$ cat src/mrcf_pkg.sv
// ----------------------------------------------------------------------------
// mrcf_pkg
// Types, codes, constants and the CRC-16 byte fold shared by the Modbus RTU
// framer/checker modules.
// ----------------------------------------------------------------------------
package mrcf_pkg;

  // frame size default for the top level parameter
  localparam int MAX_FRAME_BYTES_DEF = 256;

  // crc constants
  localparam logic [15:0] CRC_INIT = 16'hFFFF;
  localparam logic [15:0] CRC_POLY = 16'hA001;
  localparam int          CRC_BYTES    = 2;
  localparam int          MIN_RX_BYTES = 4;

  // result field widths
  localparam int LEN_W = 9;

  // result queue sizing
  localparam int PUSH_MAX    = 3;
  localparam int QUEUE_DEPTH = 4;
  localparam int QCNT_W      = $clog2(QUEUE_DEPTH + 1);
  localparam int PUSH_W      = $clog2(PUSH_MAX + 1);

  // register file
  localparam int          APB_DATA_W        = 32;
  localparam int          APB_ADDR_W        = 3;
  localparam logic        REG_RX_COPY_LIMIT = 1'b0;
  localparam logic [7:0]  RX_COPY_LIMIT_RST = 8'd254;

  // request codes
  localparam logic REQ_TX = 1'b0;
  localparam logic REQ_RX = 1'b1;

  // result kinds
  localparam logic [1:0] KIND_TX     = 2'd0;
  localparam logic [1:0] KIND_RX     = 2'd1;
  localparam logic [1:0] KIND_STATUS = 2'd2;

  // receive status codes
  localparam logic [1:0] ST_OK    = 2'd0;
  localparam logic [1:0] ST_SHORT = 2'd1;
  localparam logic [1:0] ST_CRC   = 2'd2;
  localparam logic [1:0] ST_LONG  = 2'd3;

  // one result item
  typedef struct packed {
    logic [1:0]       kind;
    logic [7:0]       data;
    logic             last;
    logic [1:0]       status;
    logic [LEN_W-1:0] len;
    logic [15:0]      crc;
  } res_t;

  // fold one byte into a reflected modbus crc
  function automatic logic [15:0] crc_fold(input logic [15:0] crc, input logic [7:0] b);
    logic [15:0] c;
    c = crc ^ {8'h00, b};
    for (int k = 0; k < 8; k++) begin
      if (c[0]) begin
        c = (c >> 1) ^ CRC_POLY;
      end else begin
        c = c >> 1;
      end
    end
    return c;
  endfunction

endpackage

$ cat src/modbus_rtu_crc_framer_checker_top.sv
// ----------------------------------------------------------------------------
// modbus_rtu_crc_framer_checker_top
// Modbus RTU CRC-16 framer for transmit bytes and frame checker for received
// bytes, with an APB register for the receive copy limit.
// ----------------------------------------------------------------------------
// Usage: one frame byte is accepted per cycle into an input register while
// in_ready is high, and is processed from there in a single pass (one 8-step
// CRC fold); its results are registered in the result queue before they are
// offered. Each byte yields zero to three results, which go into a four-entry
// result queue drained at one result per cycle while out_ready is high; a byte
// whose results do not fit in the free queue slots waits in the input register
// until enough results have been drained.
// Transmit frames carry at most MAX_FRAME_BYTES-2 payload bytes; received
// frames are checked over at most MAX_FRAME_BYTES bytes. Write rx_copy_limit
// only while no transaction is in flight.
module modbus_rtu_crc_framer_checker_top
  import mrcf_pkg::*;
#(
  parameter int MAX_FRAME_BYTES = MAX_FRAME_BYTES_DEF
) (
  input  logic                  clk,
  input  logic                  rst,
  // input channel
  input  logic                  in_valid,
  output logic                  in_ready,
  input  logic                  req_type,
  input  logic [7:0]            data_byte,
  input  logic                  is_last,
  // result channel
  output logic                  out_valid,
  input  logic                  out_ready,
  output logic [1:0]            out_kind,
  output logic [7:0]            out_byte,
  output logic                  out_last,
  output logic [1:0]            status,
  output logic [LEN_W-1:0]      frame_length,
  output logic [15:0]           crc_value,
  // register port
  input  logic                  psel,
  input  logic                  penable,
  input  logic                  pwrite,
  input  logic [APB_ADDR_W-1:0] paddr,
  input  logic [APB_DATA_W-1:0] pwdata,
  output logic [APB_DATA_W-1:0] prdata,
  output logic                  pready
);

  localparam int              CNT_W  = $clog2(MAX_FRAME_BYTES + 2);
  localparam logic [CNT_W-1:0] TX_MAX = CNT_W'(MAX_FRAME_BYTES - CRC_BYTES);
  localparam logic [CNT_W-1:0] RX_MAX = CNT_W'(MAX_FRAME_BYTES);
  localparam logic [CNT_W-1:0] C_CRCB = CNT_W'(CRC_BYTES);
  localparam logic [CNT_W-1:0] C_MINR = CNT_W'(MIN_RX_BYTES);

  // register port
  logic [7:0] rx_copy_limit;
  logic       reg_sel;

  assign pready  = 1'b1;
  assign reg_sel = (paddr[2] == REG_RX_COPY_LIMIT);
  assign prdata  = reg_sel ? APB_DATA_W'(rx_copy_limit) : '0;

  always_ff @(posedge clk) begin
    if (rst) begin
      rx_copy_limit <= RX_COPY_LIMIT_RST;
    end else if (psel && penable && pwrite && pready && reg_sel) begin
      rx_copy_limit <= pwdata[7:0];
    end
  end

  // input register
  logic       ireg_valid;
  logic       ireg_type;
  logic [7:0] ireg_data;
  logic       ireg_last;
  logic       fire;

  assign in_ready = !ireg_valid || fire;

  always_ff @(posedge clk) begin
    if (rst) begin
      ireg_valid <= 1'b0;
    end else if (in_ready) begin
      ireg_valid <= in_valid;
    end
  end

  always_ff @(posedge clk) begin
    if (in_valid && in_ready) begin
      ireg_type <= req_type;
      ireg_data <= data_byte;
      ireg_last <= is_last;
    end
  end

  // frame state
  logic [15:0]      tx_crc, tx_crc_next;
  logic [CNT_W-1:0] tx_count, tx_count_next;
  logic [15:0]      rx_crc, rx_crc_next;
  logic [CNT_W-1:0] rx_count, rx_count_next;
  logic [7:0]       rx_hold [2];
  logic [7:0]       rx_hold_next [2];

  // result packing
  logic [PUSH_W-1:0] push_n;
  res_t              push_item [PUSH_MAX];
  logic [QCNT_W-1:0] free_slots;
  res_t              head;

  assign fire = ireg_valid && (QCNT_W'(push_n) <= free_slots);

  // single pass over the registered byte
  always_comb begin
    logic             tx_ok;
    logic [15:0]      tx_crc1;
    logic [CNT_W-1:0] tx_cnt1;
    logic             tx_over;
    logic [1:0]       tx_st;
    logic [CNT_W-1:0] tx_len;
    logic             rx_in;
    logic             rx_shift_out;
    logic [CNT_W-1:0] rx_idx;
    logic             rx_deliver;
    logic [15:0]      rx_crc1;
    logic [CNT_W-1:0] rx_cnt1;
    logic [CNT_W-1:0] rx_used;
    logic [CNT_W-1:0] rx_len;
    logic [1:0]       rx_st;
    res_t             r_tx, r_lo, r_hi, r_pl, r_st;

    // transmit path
    tx_ok   = (tx_count < TX_MAX);
    tx_crc1 = tx_ok ? crc_fold(tx_crc, ireg_data) : tx_crc;
    tx_cnt1 = tx_ok ? tx_count + CNT_W'(1) : TX_MAX + CNT_W'(1);
    tx_over = (tx_cnt1 > TX_MAX);
    tx_st   = tx_over ? ST_LONG : ST_OK;
    tx_len  = tx_over ? TX_MAX : tx_cnt1;
    r_tx    = '{kind: KIND_TX, data: ireg_data, last: 1'b0, status: ST_OK,
                len: LEN_W'(tx_cnt1), crc: tx_crc1};
    r_lo    = '{kind: KIND_TX, data: tx_crc1[7:0], last: 1'b0, status: tx_st,
                len: LEN_W'(tx_len), crc: tx_crc1};
    r_hi    = '{kind: KIND_TX, data: tx_crc1[15:8], last: 1'b1, status: tx_st,
                len: LEN_W'(tx_len), crc: tx_crc1};

    // receive path: byte leaving the two-byte hold line
    rx_in        = (rx_count < RX_MAX);
    rx_shift_out = rx_in && (rx_count >= C_CRCB);
    rx_idx       = rx_count - C_CRCB;
    rx_deliver   = rx_shift_out &&
                   ({8'h00, rx_idx} < {{CNT_W{1'b0}}, rx_copy_limit});
    rx_crc1      = rx_shift_out ? crc_fold(rx_crc, rx_hold[0]) : rx_crc;
    rx_cnt1      = rx_in ? rx_count + CNT_W'(1) : RX_MAX + CNT_W'(1);
    rx_hold_next[0] = rx_in ? rx_hold[1] : rx_hold[0];
    rx_hold_next[1] = rx_in ? ireg_data  : rx_hold[1];
    rx_used      = (rx_cnt1 > RX_MAX) ? RX_MAX : rx_cnt1;
    rx_len       = (rx_used >= C_CRCB) ? rx_used - C_CRCB : '0;
    if (rx_cnt1 > RX_MAX) begin
      rx_st = ST_LONG;
    end else if (rx_cnt1 < C_MINR) begin
      rx_st = ST_SHORT;
    end else if ({rx_hold_next[1], rx_hold_next[0]} == rx_crc1) begin
      rx_st = ST_OK;
    end else begin
      rx_st = ST_CRC;
    end
    r_pl = '{kind: KIND_RX, data: rx_hold[0], last: 1'b0, status: ST_OK,
             len: LEN_W'(rx_idx + CNT_W'(1)), crc: rx_crc1};
    r_st = '{kind: KIND_STATUS, data: 8'h00, last: 1'b1, status: rx_st,
             len: LEN_W'(rx_len), crc: rx_crc1};

    // defaults hold state
    tx_crc_next   = tx_crc;
    tx_count_next = tx_count;
    rx_crc_next   = rx_crc;
    rx_count_next = rx_count;
    push_n        = '0;
    push_item[0]  = r_tx;
    push_item[1]  = r_lo;
    push_item[2]  = r_hi;

    if (ireg_type == REQ_TX) begin
      tx_crc_next   = ireg_last ? CRC_INIT : tx_crc1;
      tx_count_next = ireg_last ? '0 : tx_cnt1;
      if (tx_ok) begin
        push_n = PUSH_W'(ireg_last ? 3 : 1);
      end else begin
        push_n       = PUSH_W'(ireg_last ? 2 : 0);
        push_item[0] = r_lo;
        push_item[1] = r_hi;
      end
    end else begin
      rx_crc_next   = ireg_last ? CRC_INIT : rx_crc1;
      rx_count_next = ireg_last ? '0 : rx_cnt1;
      if (rx_deliver) begin
        push_item[0] = r_pl;
        push_item[1] = r_st;
        push_n       = PUSH_W'(ireg_last ? 2 : 1);
      end else begin
        push_item[0] = r_st;
        push_n       = PUSH_W'(ireg_last ? 1 : 0);
      end
    end
  end

  // frame state registers
  always_ff @(posedge clk) begin
    if (rst) begin
      tx_crc   <= CRC_INIT;
      tx_count <= '0;
      rx_crc   <= CRC_INIT;
      rx_count <= '0;
    end else if (fire) begin
      tx_crc   <= tx_crc_next;
      tx_count <= tx_count_next;
      rx_crc   <= rx_crc_next;
      rx_count <= rx_count_next;
    end
  end

  // hold line, only meaningful once written in the current frame
  always_ff @(posedge clk) begin
    if (fire && (ireg_type == REQ_RX)) begin
      rx_hold[0] <= rx_hold_next[0];
      rx_hold[1] <= rx_hold_next[1];
    end
  end

  // result queue
  mrcf_res_queue u_res_queue (
    .clk        (clk),
    .rst        (rst),
    .push_n     (fire ? push_n : '0),
    .push_item  (push_item),
    .free_slots (free_slots),
    .out_valid  (out_valid),
    .out_ready  (out_ready),
    .head       (head)
  );

  assign out_kind     = head.kind;
  assign out_byte     = head.data;
  assign out_last     = head.last;
  assign status       = head.status;
  assign frame_length = head.len;
  assign crc_value    = head.crc;

endmodule

$ cat src/mrcf_res_queue.sv
// ----------------------------------------------------------------------------
// mrcf_res_queue
// Shifting result queue: takes up to three results per cycle in order and
// presents the oldest one at the output handshake.
// ----------------------------------------------------------------------------
module mrcf_res_queue
  import mrcf_pkg::*;
(
  input  logic              clk,
  input  logic              rst,
  input  logic [PUSH_W-1:0] push_n,
  input  res_t              push_item [PUSH_MAX],
  output logic [QCNT_W-1:0] free_slots,
  output logic              out_valid,
  input  logic              out_ready,
  output res_t              head
);

  logic [QCNT_W-1:0] count;
  logic [QCNT_W-1:0] count_next;
  logic [QCNT_W-1:0] kept;
  logic              pop;
  res_t              slot      [QUEUE_DEPTH];
  res_t              slot_next [QUEUE_DEPTH];

  // output side
  assign out_valid  = (count != '0);
  assign head       = slot[0];
  assign pop        = out_valid && out_ready;
  assign kept       = count - QCNT_W'(pop);
  assign free_slots = QCNT_W'(QUEUE_DEPTH) - kept;
  assign count_next = kept + QCNT_W'(push_n);

  // shift down on pop, append new results behind the kept ones
  always_comb begin
    logic [QCNT_W-1:0] off;
    for (int i = 0; i < QUEUE_DEPTH; i++) begin
      off          = QCNT_W'(i) - kept;
      slot_next[i] = slot[i];
      if (QCNT_W'(i) < kept) begin
        if (pop && (i + 1 < QUEUE_DEPTH)) begin
          slot_next[i] = slot[(i + 1) % QUEUE_DEPTH];
        end
      end else if (off < QCNT_W'(push_n)) begin
        slot_next[i] = push_item[off[PUSH_W-1:0]];
      end
    end
  end

  // occupancy
  always_ff @(posedge clk) begin
    if (rst) begin
      count <= '0;
    end else begin
      count <= count_next;
    end
  end

  // payload storage
  always_ff @(posedge clk) begin
    for (int i = 0; i < QUEUE_DEPTH; i++) begin
      slot[i] <= slot_next[i];
    end
  end

endmodule

$ cat config.mk
export PLATFORM = sky130hd
export DESIGN_NAME = modbus_rtu_crc_framer_checker_top
export DESIGN_NICKNAME = d
export VERILOG_FILES = /design/src/mrcf_pkg.sv /design/src/modbus_rtu_crc_framer_checker_top.sv /design/src/mrcf_res_queue.sv
export SDC_FILE = /design/constraint.sdc
export NUM_CORES = 1
export LEC_CHECK = 0
export BUFFER_PORTS_ARGS = -buffer_cell sky130_fd_sc_hd__buf_2
export CAP_MARGIN = 20
export CELL_PAD_IN_SITES_DETAIL_PLACEMENT = 0
export CELL_PAD_IN_SITES_GLOBAL_PLACEMENT = 1
export CORE_ASPECT_RATIO = 1.1
export CORE_MARGIN = 2
export CORE_UTILIZATION = 40
export CTS_CLUSTER_SIZE = 10
export DETAILED_ROUTE_END_ITERATION = 16
export GPL_TIMING_DRIVEN = 0
export PLACE_DENSITY_LB_ADDON = 0.1
export SLEW_MARGIN = 20
export SYNTH_ARGS = -nofsm -noshare
export SYNTH_HDL_FRONTEND = slang
export SYNTH_SLANG_ARGS = --single-unit
$ cat constraint.sdc
create_clock -name clk -period 8.46 [get_ports clk]
set_input_delay 1.692 -clock clk [delete_from_list [all_inputs] [get_ports clk]]
set_output_delay 1.692 -clock clk [all_outputs]
set_load 0.02 [all_outputs]
# --- After elaboration in Yosys (flattened, before gate mapping) ---
# Memory sizes are Yosys's and may differ from the RTL's.
# Cells that the tools add are included.
totals:
  latchBits: 0
  mem_count: 2
  output_inout_bits: 73
  ram_bits: 168
  wordCells: 155
  regBits: 72
  inputBits: 52
  rom_bits: 0
classes:
  muxes: 71
  n_shift: 0
  reduce_logical: 14
  n_addsub: 12
  magnitude_cmp: 21
  n_mul: 0
  bitwise: 24
  eq_ne: 1
  div: 0
memory_table:
  columns: ["memory", "words", "width", "rd", "rd_ports_with_merged_regs", "write_ports", "line", "source"]
  rows:
  - ["u_res_queue.slot", 4, 38, 4, 0, 4, "mrcf_res_queue.sv:23", "res_t slot [QUEUE_DEPTH];"]
  - ["rx_hold", 2, 8, 2, 0, 2, "modbus_rtu_crc_framer_checker_top.sv:100", "logic [7:0] rx_hold [2];"]
op_table:
  columns: ["operator", "n"]
  rows:
  - ["$mux W38", 21]
  - ["$mux W16", 20]
  - ["$bmux W38 S2", 4]
  - ["$mux W76", 1]
  - ["$mux W74", 1]
  - ["$mux W9", 7]
  - ["$not A2 Y3", 20]
  - ["$xor A16 B8 Y16", 2]
  - ["$add A9 B1 Y9 const B", 3]
  - ["$mux W8", 3]
  - ["$mux W2", 11]
  - ["$ge A9 B2 Y1 const B", 2]
  - ["$sub A9 B2 Y9 const B", 2]
  - ["$eq A16 B16 Y1", 1]
  - ["$ge A3 B3 Y1 const B", 4]
  - ["$lt A3 B2 Y1", 4]
  - ["$gt A9 B8 Y1 const B", 1]
  - ["$gt A9 B9 Y1 const B", 1]
  - ["$logic_and A1 B1 Y1", 9]
  - ["$lt A9 B3 Y1 const B", 1]
  - ["$lt A9 B8 Y1", 1]
  - ["$lt A9 B8 Y1 const B", 1]
  - ["$lt A9 B9 Y1 const B", 1]
  - ["$lt A1 B3 Y1 const A", 2]
  - ["other kinds (13)", 20]

# --- Logic depth before layout (Yosys ltp) ---
# Gate-level depths: netlist (run 1).
# An unclocked memory read counts as a cell.
logic_depth:
  depth_word: 30
  ltp_mapped: 26

# --- Hierarchy ---
# Synthesis (run 1) repeated with hierarchy kept, for this count alone.
unflattened:
  cells_unflattened: 1576
  area_unflattened_um2: 15613.7
by_module_without_submodules:
  columns: ["module", "cells_each", "n_inst", "seq_area_each_um2", "area_per_inst_um2"]
  rows:
  - ["mrcf_res_queue", 716, 1, 4624.4, 8775.9]
  - ["modbus_rtu_crc_framer_checker_top", 860, 1, 1961.9, 6837.8]

# --- Worst setup path before layout (run 1) ---
# No wires, ideal clock.
synth_path:
  path_type: "input to register"
  start: "in out_ready"
  end: "mem u_res_queue.slot[3][0] (netlist name), enable pin"
  setup_slack_ns: -0.337
  arrival_ns: 8.317
  path_stages: 22
  setup_time_ns: 0.480
  cell_sequence: "nand2_1 -> inv_1 -> ha_1 -> clkbuf_1 -> clkinv_1 -> clkbuf_1 -> buf_1 -> clkbuf_1 -> ha_1 -> clkbuf_1 -> inv_1 -> clkbuf_1 -> buf_1 -> ha_1 -> a21oi_1 -> a211o_1 -> nand2_1 -> inv_1 -> nand2_1 -> ha_1 -> nor2_1 -> nor3_1"
synth_rtl:
  columns: ["element", "line", "source"]
  rows:
  - ["start, declared", "modbus_rtu_crc_framer_checker_top.sv:31", "input logic out_ready,"]
  - ["end, declared", "mrcf_res_queue.sv:23", null]

# --- Worst setup path in the final report (run 1) ---
layout_path:
  start: "in out_ready"
  end: "out in_ready"
layout_via:
  elab_chain_cells: 6
layout_lines:
  columns: ["element", "line", "source"]
  rows:
  - ["$logic_and A1 B1 Y1", "mrcf_res_queue.sv:29", "assign pop = out_valid && out_ready;"]
  - ["$sub A3 B1 Y3", "mrcf_res_queue.sv:30", "assign kept = count - QCNT_W'(pop);"]
  - ["$sub A3 B3 Y3", "mrcf_res_queue.sv:31", "assign free_slots = QCNT_W'(QUEUE_DEPTH) - kept;"]
  - ["$le A2 B3 Y1", "modbus_rtu_crc_framer_checker_top.sv:109", "assign fire = ireg_valid && (QCNT_W'(push_n) <= free_slots);"]
  - ["$logic_and A1 B1 Y1", "modbus_rtu_crc_framer_checker_top.sv:109", null]
  - ["$logic_or A1 B1 Y1", "modbus_rtu_crc_framer_checker_top.sv:77", "assign in_ready = !ireg_valid || fire;"]
  - ["end, declared", "modbus_rtu_crc_framer_checker_top.sv:25", "output logic in_ready,"]
# No other way between the ends.

==> flow_summary.rst, run 1 <==
.. list-table::
   :header-rows: 1

   * - Metric
     - Value
   * - Maximum clock insertion buffer count
     - 3
   * - Instance area at placement
     - 16,100 um2
   * - Clock tree from TritonCTS
     - yes
   * - Setup Total Neg Slack
     - 0 ns
   * - Sinks on Clock Net
     - 240
   * - Depth of the worst hold-timing path
     - 2
   * - Result of the run
     - finished clean
   * - Critical path capture point type
     - output pin
   * - Via count
     - 13,200
   * - Post-route clock skew
     - 0.0199 ns
   * - Main flop type after synthesis
     - edfxtp_1
   * - Clock buffers created by TritonCTS
     - 29
   * - Buffer cell driving the clock tree root
     - clkbuf_16
   * - Site row count
     - 73
   * - Max-slew violations
     - 0
   * - Data required time of the worst path
     - 6.77 ns
   * - Total Nets Final
     - 1,842
   * - Die Area
     - 38,600 um2
   * - Antenna violations before repair
     - 0
   * - Final number of hold-violating endpoints
     - 0
   * - Gate count after technology mapping
     - 1,627
   * - Hold_buf cts
     - 0
   * - RSZ-0062 raised after global routing
     - no
   * - Syn Std Cell Area
     - 14,800 um2
   * - Worst Max-Slew Pin Slew
     - 1.01 ns
   * - Average size of a mapped cell
     - 9.11 um2
   * - Vias in the first global route
     - 12,500
   * - Number of synthesis warnings
     - 0
   * - Worst setup path category
     - input pin to output pin
   * - Path type of the worst min-delay path
     - register to register
   * - Count of H-tree levels built during CTS
     - 1
   * - I/O pin count
     - 125
   * - Setup crit start kind
     - input pin
   * - Count of flip-flops with a built-in enable after synthesis
     - 178
   * - Number of design rule violations left after detail routing
     - 0
   * - Diodes inserted
     - 0
   * - Iter 0 DRT Violations
     - 1,222
   * - Global routing usage summed across all routing layers
     - 0.290
   * - Period utilisation layout
     - 0.949
   * - Fraction of registers with async set/reset
     - 0
   * - Port Buf Inserts
     - 71
   * - Peak clock frequency supported by timing
     - 125 MHz
   * - Worst slew slack as a fraction of its limit
     - 0.307
   * - Global-route wire length before repair
     - 83,100 um
   * - Most frequent cells in the layout
     - nor2_1 (195), edfxtp_1 (178), nand2_1 (160)
   * - Floorplan die height
     - 206 um
   * - Width of the die
     - 188 um
   * - Worst Reg2Reg Path Length in Cells
     - 23
   * - Portion of the post-synthesis area used by sequential elements
     - 0.444
   * - Average vias per placed instance
     - 5.84
   * - GRT Residual Overflow
     - 0
   * - Most common cell after layout, fill and taps aside
     - nor2_1
   * - Remaining antenna violation count after routing
     - 0
   * - Layout overhead on the synthesized area
     - 14.6%
   * - Filler Cells Inserted
     - 3,619
   * - Final number of setup-violating endpoints
     - 0
   * - Starting density of the core
     - 0.408
   * - Proportion of layout cells with a drive suffix above 1
     - 0.126
   * - Maxcap violations
     - 0
   * - Final weighted congestion of routability-driven global placement
     - 0.974
   * - Cell area after layout
     - 17,000 um2
   * - Insertion delay of the later-clocked pin in the worst-skew pair
     - 0.59 ns
   * - Final min period
     - 8.02 ns
   * - Worst Path Arrival
     - 6.33 ns
   * - Routed wire length
     - 56,700 um
   * - Routed length per instance
     - 25.0 um
   * - Number of flip-flops and latches in the synthesized netlist
     - 240
   * - Distinct cell type count of the synthesized netlist
     - 82
   * - Critical Path Fanout Max
     - 13
   * - Maximum number of pins on one net before global-route repair
     - 26
   * - Detailed Place HPWL
     - 43,600 um
   * - Clock transition at path regs
     - 0.05 ns
   * - Iteration count of the initial detailed-routing pass
     - 6
   * - Area of the core
     - 36,400 um2
==> logic make-up (layout without fill, tap and decap cells) <==
group / after synthesis / count (layout) / share of synthesized area
AO/OA/AOI/OAI: 515 / 515 / 0.223
XOR/XNOR: 80 / 80 / 0.0506
adder cells (fa/ha/maj): 32 / 32 / 0.0275
buffers and inverters: 184 / 314 / 0.0547
flip-flops: 240 / 240 / 0.444
multiplexers: 56 / 56 / 0.0402
other: 2 / 25 / 0.000507
AND/OR/NAND/NOR: 518 / 518 / 0.159
==> state kept, by name, summed over array words and instances, names as in the netlist <==
register / count
ireg_data: 8
u_res_queue.slot: 152
ireg_last: 1
ireg_valid: 1
rx_count: 9
rx_copy_limit: 8
rx_hold: 16
tx_count: 9
rx_crc: 16
ireg_type: 1
tx_crc: 16
u_res_queue.count: 3
==> worst max-delay path: stages <==
cell and delay, ns:
buf_2 0.09, nand2_1 0.27, inv_1 0.09, ha_2 0.50, clkinv_2 0.21, clkbuf_1 0.29
buf_2 0.31, clkbuf_2 0.37, ha_1 0.63, clkinvlp_4 0.17, buf_4 0.21, clkdlybuf4s15_2 0.41
ha_1 0.40, a21oi_1 0.07, a211o_1 0.26, inv_1 0.10, nand2_1 0.07, buf_2 0.16
==> worst paths after layout <==
path,endpoint,startpoint,slack [ns]
setup / recovery,in_ready,out_ready,0.44
hold / removal,rx_copy_limit[0],rx_copy_limit[0],0.49
setup reg to reg,u_res_queue.slot[2][15],u_res_queue.count[2],1.54
hold reg to reg,rx_copy_limit[0],rx_copy_limit[0],0.49
==> area by class of cell <==
cell class                 instances  area, um2  share of cell area
clock inverter                     4       47.5             0.00280
tap                              487        609              0.0359
timing repair buffer              81        517              0.0304
inverter                          42        163             0.00958
multi-input combinational       1226       7560               0.445
sequential                       240       6590               0.388
buffer                           138        651              0.0383
clock buffer                      49        842              0.0496
==> per-layer routing <==
| layer | track usage | wire, um |
|---|---|---|
| met5 | 0 | 0 |
| met2 | 0.488 | 26200 |
| met3 | 0.0343 | 4190 |
| met4 | 0.135 | 2740 |
| met1 | 0.376 | 23600 |
==> stage by stage <==
step | hold WS (ns) | util | instances | worst slack (ns)
finish | 0.492 | 0.467 | 2267 | 0.435
detailed placement | 0.494 | 0.442 | 2215 | -1.21
global route | 0.540 | 0.467 | 2267 | 0.142
CTS | 0.506 | 0.467 | 2265 | 0.0486
floorplan | 0.454 | - | 1650 | 0.772
global placement | 0.480 | 0.437 | 2208 | -2.96
==> cells in the mapped netlist, drive strengths merged, types with 17 or more instances <==
| cell type | count | area, um2 |
|---|---|---|
| inv | 40 | 150 |
| nor2 | 196 | 736 |
| clkbuf | 96 | 362 |
| nand3 | 21 | 105 |
| xnor2 | 58 | 516 |
| edfxtp | 178 | 5350 |
| ha | 31 | 388 |
| nor3 | 39 | 200 |
| buf | 46 | 292 |
| a21o | 17 | 128 |
| a21oi | 158 | 795 |
| nand2b | 21 | 131 |
| mux2 | 25 | 282 |
| o21ai | 119 | 599 |
| or2 | 17 | 106 |
| nand2 | 160 | 601 |
| o22ai | 33 | 206 |
| xor2 | 19 | 166 |
| a31oi | 19 | 119 |
| dfxtp | 62 | 1240 |
| mux2i | 31 | 314 |
==> timing repair <==
item / 4_1_cts / 5_1_grt
pin swaps: 0 / 0
gates resized for setup: 7 / 4
setup buffers: 0 / 3
endpoints found under the setup margin: 200 / 1
Power of run 1 is not shown: default switching activity piles up to over one toggle a cycle in this logic, so the estimate is an artifact.
==> inputs of run 2 (changes only) <==
==> constraint.sdc (replaced) <==
create_clock -name clk -period 7.3 [get_ports clk]
set_input_delay 1.46 -clock clk [delete_from_list [all_inputs] [get_ports clk]]
set_output_delay 1.46 -clock clk [all_outputs]
set_load 0.02 [all_outputs]
==> flow_summary.rst, run 2 (synthesized netlist as in run 1, its figures left out) <==
.. list-table::
   :header-rows: 1

   * - Metric
     - Value
   * - FF-to-FF End
     - u_res_queue.slot[2][29] (was u_res_queue.slot[2][15])
   * - Vias in the first global route
     - 12,700 (was 12,500)
   * - Final number of setup-violating endpoints
     - 0 (unchanged)
   * - Sinks on Clock Net
     - 240 (unchanged)
   * - Most frequent cell on the critical path
     - buf_2 (unchanged)
   * - Source of the critical timing path
     - out_ready (unchanged)
   * - Slowest cell on the critical path
     - clkdlybuf4s15_2 (was ha_1)
   * - Remaining antenna violation count after routing
     - 0 (unchanged)
   * - Worst path cell trace
     - buf_2 -> nand2_1 -> inv_1 -> ha_1 -> clkbuf_2 -> inv_4 -> buf_2 -> clkbuf_4 -> ha_2 -> clkinvlp_4 -> clkdlybuf4s15_2 -> ha_1 -> a211o_1 -> inv_1 -> nand2_1 -> buf_2 (was buf_2 -> nand2_1 -> inv_1 -> ha_2 -> clkinv_2 -> clkbuf_1 -> buf_2 -> clkbuf_2 -> ha_1 -> clkinvlp_4 -> buf_4 -> clkdlybuf4s15_2 -> ha_1 -> a21oi_1 -> a211o_1 -> inv_1 -> nand2_1 -> buf_2)
   * - Die Area
     - 38,600 um2 (unchanged)
   * - Site row count
     - 73 (unchanged)
   * - Setup WS pre-CTS
     - -2.15 ns (was -1.21 ns)
   * - Global-route wire length before repair
     - 84,500 um (was 83,100 um)
   * - Proportion of layout cells with a drive suffix above 1
     - 0.126 (about the same)
   * - Routed wire length
     - 57,300 um (was 56,700 um)
   * - Capture point of the critical path
     - in_ready (unchanged)
   * - Biggest register
     - u_res_queue.slot (unchanged)
   * - Worst Path Arrival
     - 5.54 ns (was 6.33 ns)
   * - Iteration count of the initial detailed-routing pass
     - 8 (was 6)
   * - Clock transition at path regs
     - 0.05 ns (about the same)
   * - Buffer cell driving the clock tree root
     - clkbuf_16 (unchanged)
   * - Worst Reg2Reg Path Length in Cells
     - 22 (was 23)
   * - Most frequent cells in the layout
     - nor2_1 (195), edfxtp_1 (178), nand2_1 (160) (unchanged)
   * - Worst Min Path Start
     - rx_copy_limit[0] (unchanged)
   * - Least setup slack across all paths after layout
     - 0.299 ns (was 0.435 ns)
   * - Port Buf Inserts
     - 71 (unchanged)
   * - Worst setup path category
     - input pin to output pin (unchanged)
   * - Final weighted congestion of routability-driven global placement
     - 0.977 (was 0.974)
   * - Data required time of the worst path
     - 5.84 ns (was 6.77 ns)
   * - Post-route clock skew
     - 0.0187 ns (was 0.0199 ns)
   * - Global routing usage summed across all routing layers
     - 0.295 (was 0.290)
   * - Filler Cells Inserted
     - 3,689 (was 3,619)
   * - Clock buffers created by TritonCTS
     - 29 (unchanged)
   * - Maxcap violations
     - 0 (unchanged)
   * - Antenna violations before repair
     - 0 (unchanged)
   * - Area of the core
     - 36,400 um2 (unchanged)
   * - Clock tree from TritonCTS
     - yes (unchanged)
   * - Iter 0 DRT Violations
     - 1,477 (was 1,222)
   * - Worst Max-Slew Pin Slew
     - 0.992 ns (was 1.01 ns)
   * - Width of the die
     - 188 um (unchanged)
   * - Floorplan die height
     - 206 um (unchanged)
   * - Total Nets Final
     - 1,839 (was 1,842)
   * - Worst slew slack as a fraction of its limit
     - 0.338 (was 0.307)
   * - GRT Residual Overflow
     - 0 (unchanged)
   * - Reg-to-reg slack, setup
     - 0.86 ns (was 1.54 ns)
   * - Period utilisation layout
     - 0.959
   * - Starting density of the core
     - 0.408 (unchanged)
   * - Result of the run
     - finished clean (unchanged)
   * - Number of design rule violations left after detail routing
     - 0 (unchanged)
   * - Routed length per instance
     - 25.3 um (was 25.0 um)
   * - Maximum clock insertion buffer count
     - 3 (unchanged)
   * - Max-slew violations
     - 0 (unchanged)
   * - Reg-to-reg critical path startpoint
     - u_res_queue.count[2] (unchanged)
   * - Average vias per placed instance
     - 5.84 (about the same)
   * - RSZ-0062 raised after global routing
     - no (unchanged)
   * - Maximum number of pins on one net before global-route repair
     - 26 (unchanged)
   * - Path type of the worst min-delay path
     - register to register (unchanged)
   * - Setup crit start kind
     - input pin (unchanged)
   * - Via count
     - 13,200 (about the same)
   * - Final min period
     - 7.00 ns
   * - I/O pin count
     - 125 (unchanged)
   * - Insertion delay of the later-clocked pin in the worst-skew pair
     - 0.59 ns (about the same)
   * - Peak per-stage delay on the critical path
     - 0.50 ns (was 0.63 ns)
   * - Critical path capture point type
     - output pin (unchanged)
   * - Most common cell after layout, fill and taps aside
     - nor2_1 (unchanged)
   * - Count of H-tree levels built during CTS
     - 1 (unchanged)
   * - Number of flip-flops in the largest register
     - 152 (unchanged)
   * - Diodes inserted
     - 0 (unchanged)
   * - Critical Path Fanout Max
     - 17 (was 13)
   * - Peak clock frequency supported by timing
     - 143 MHz
   * - Layout overhead on the synthesized area
     - 14.2% (was 14.6%)
   * - Final number of hold-violating endpoints
     - 0 (unchanged)
   * - Detailed Place HPWL
     - 44,200 um (was 43,600 um)
## run 2: stage by stage
stage / utilization / hold slack (ns) / setup TNS, ns / std cells / instance area (um2)
finish: 0.466 / 0.486 / 0 / 2261 / 16900
global route: 0.466 / 0.510 / 0 / 2261 / 16900
CTS: 0.466 / 0.493 / 0 / 2262 / 16900
detailed placement: 0.442 / 0.482 / -428.68 / 2215 / 16100
global placement: 0.437 / 0.483 / -592.06 / 2208 / 15900
floorplan: - / 0.454 / -0.536 / 1650 / 14900
## run 2: cell type report
class / count / area, um2 / area share
Multi-Input combinational cell: 1226 / 7560 / 0.447
Sequential cell: 240 / 6590 / 0.389
Clock buffer: 44 / 792 / 0.0468
Buffer: 136 / 653 / 0.0386
Tap cell: 487 / 609 / 0.0360
Timing Repair Buffer: 80 / 509 / 0.0301
Inverter: 42 / 168 / 0.00991
Clock inverter: 6 / 41.3 / 0.00244
## run 2: timing repair
item	4_1_cts	5_1_grt
pin swaps	0	0
setup endpoints to repair	232	1
hold endpoints to repair	0	0
resized for setup	12	2
buffers inserted	2	0
hold buffers	0	0
gates cloned	0	0
## run 2: worst min path at each step
stage / endpoint / cells after the start
final: rx_copy_limit[0] / 2
after global routing: rx_copy_limit[0] / 2
after CTS: rx_copy_limit[0] / 2
after detailed placement: rx_copy_limit[0] / 2
after global placement: rx_copy_limit[0] / 2
after floorplan: rx_copy_limit[0] / 2
## run 2: layer usage
layer,wire (um),vias to the layer above,global-route usage
met4,2540,0,0.123
met1,23800,6318,0.383
met2,26700,624,0.501
met3,4270,121,0.0360
met5,0,-,0
li1,-,6149,-
## run 2: critical path, delay by kind of cell
kind	cells	cell delay, ns
buf+inv	10	2.30
fa+ha+maj	3	1.07
simple gates	2	0.34
compound gates	1	0.34
Power of run 2 is left out for the same reason.
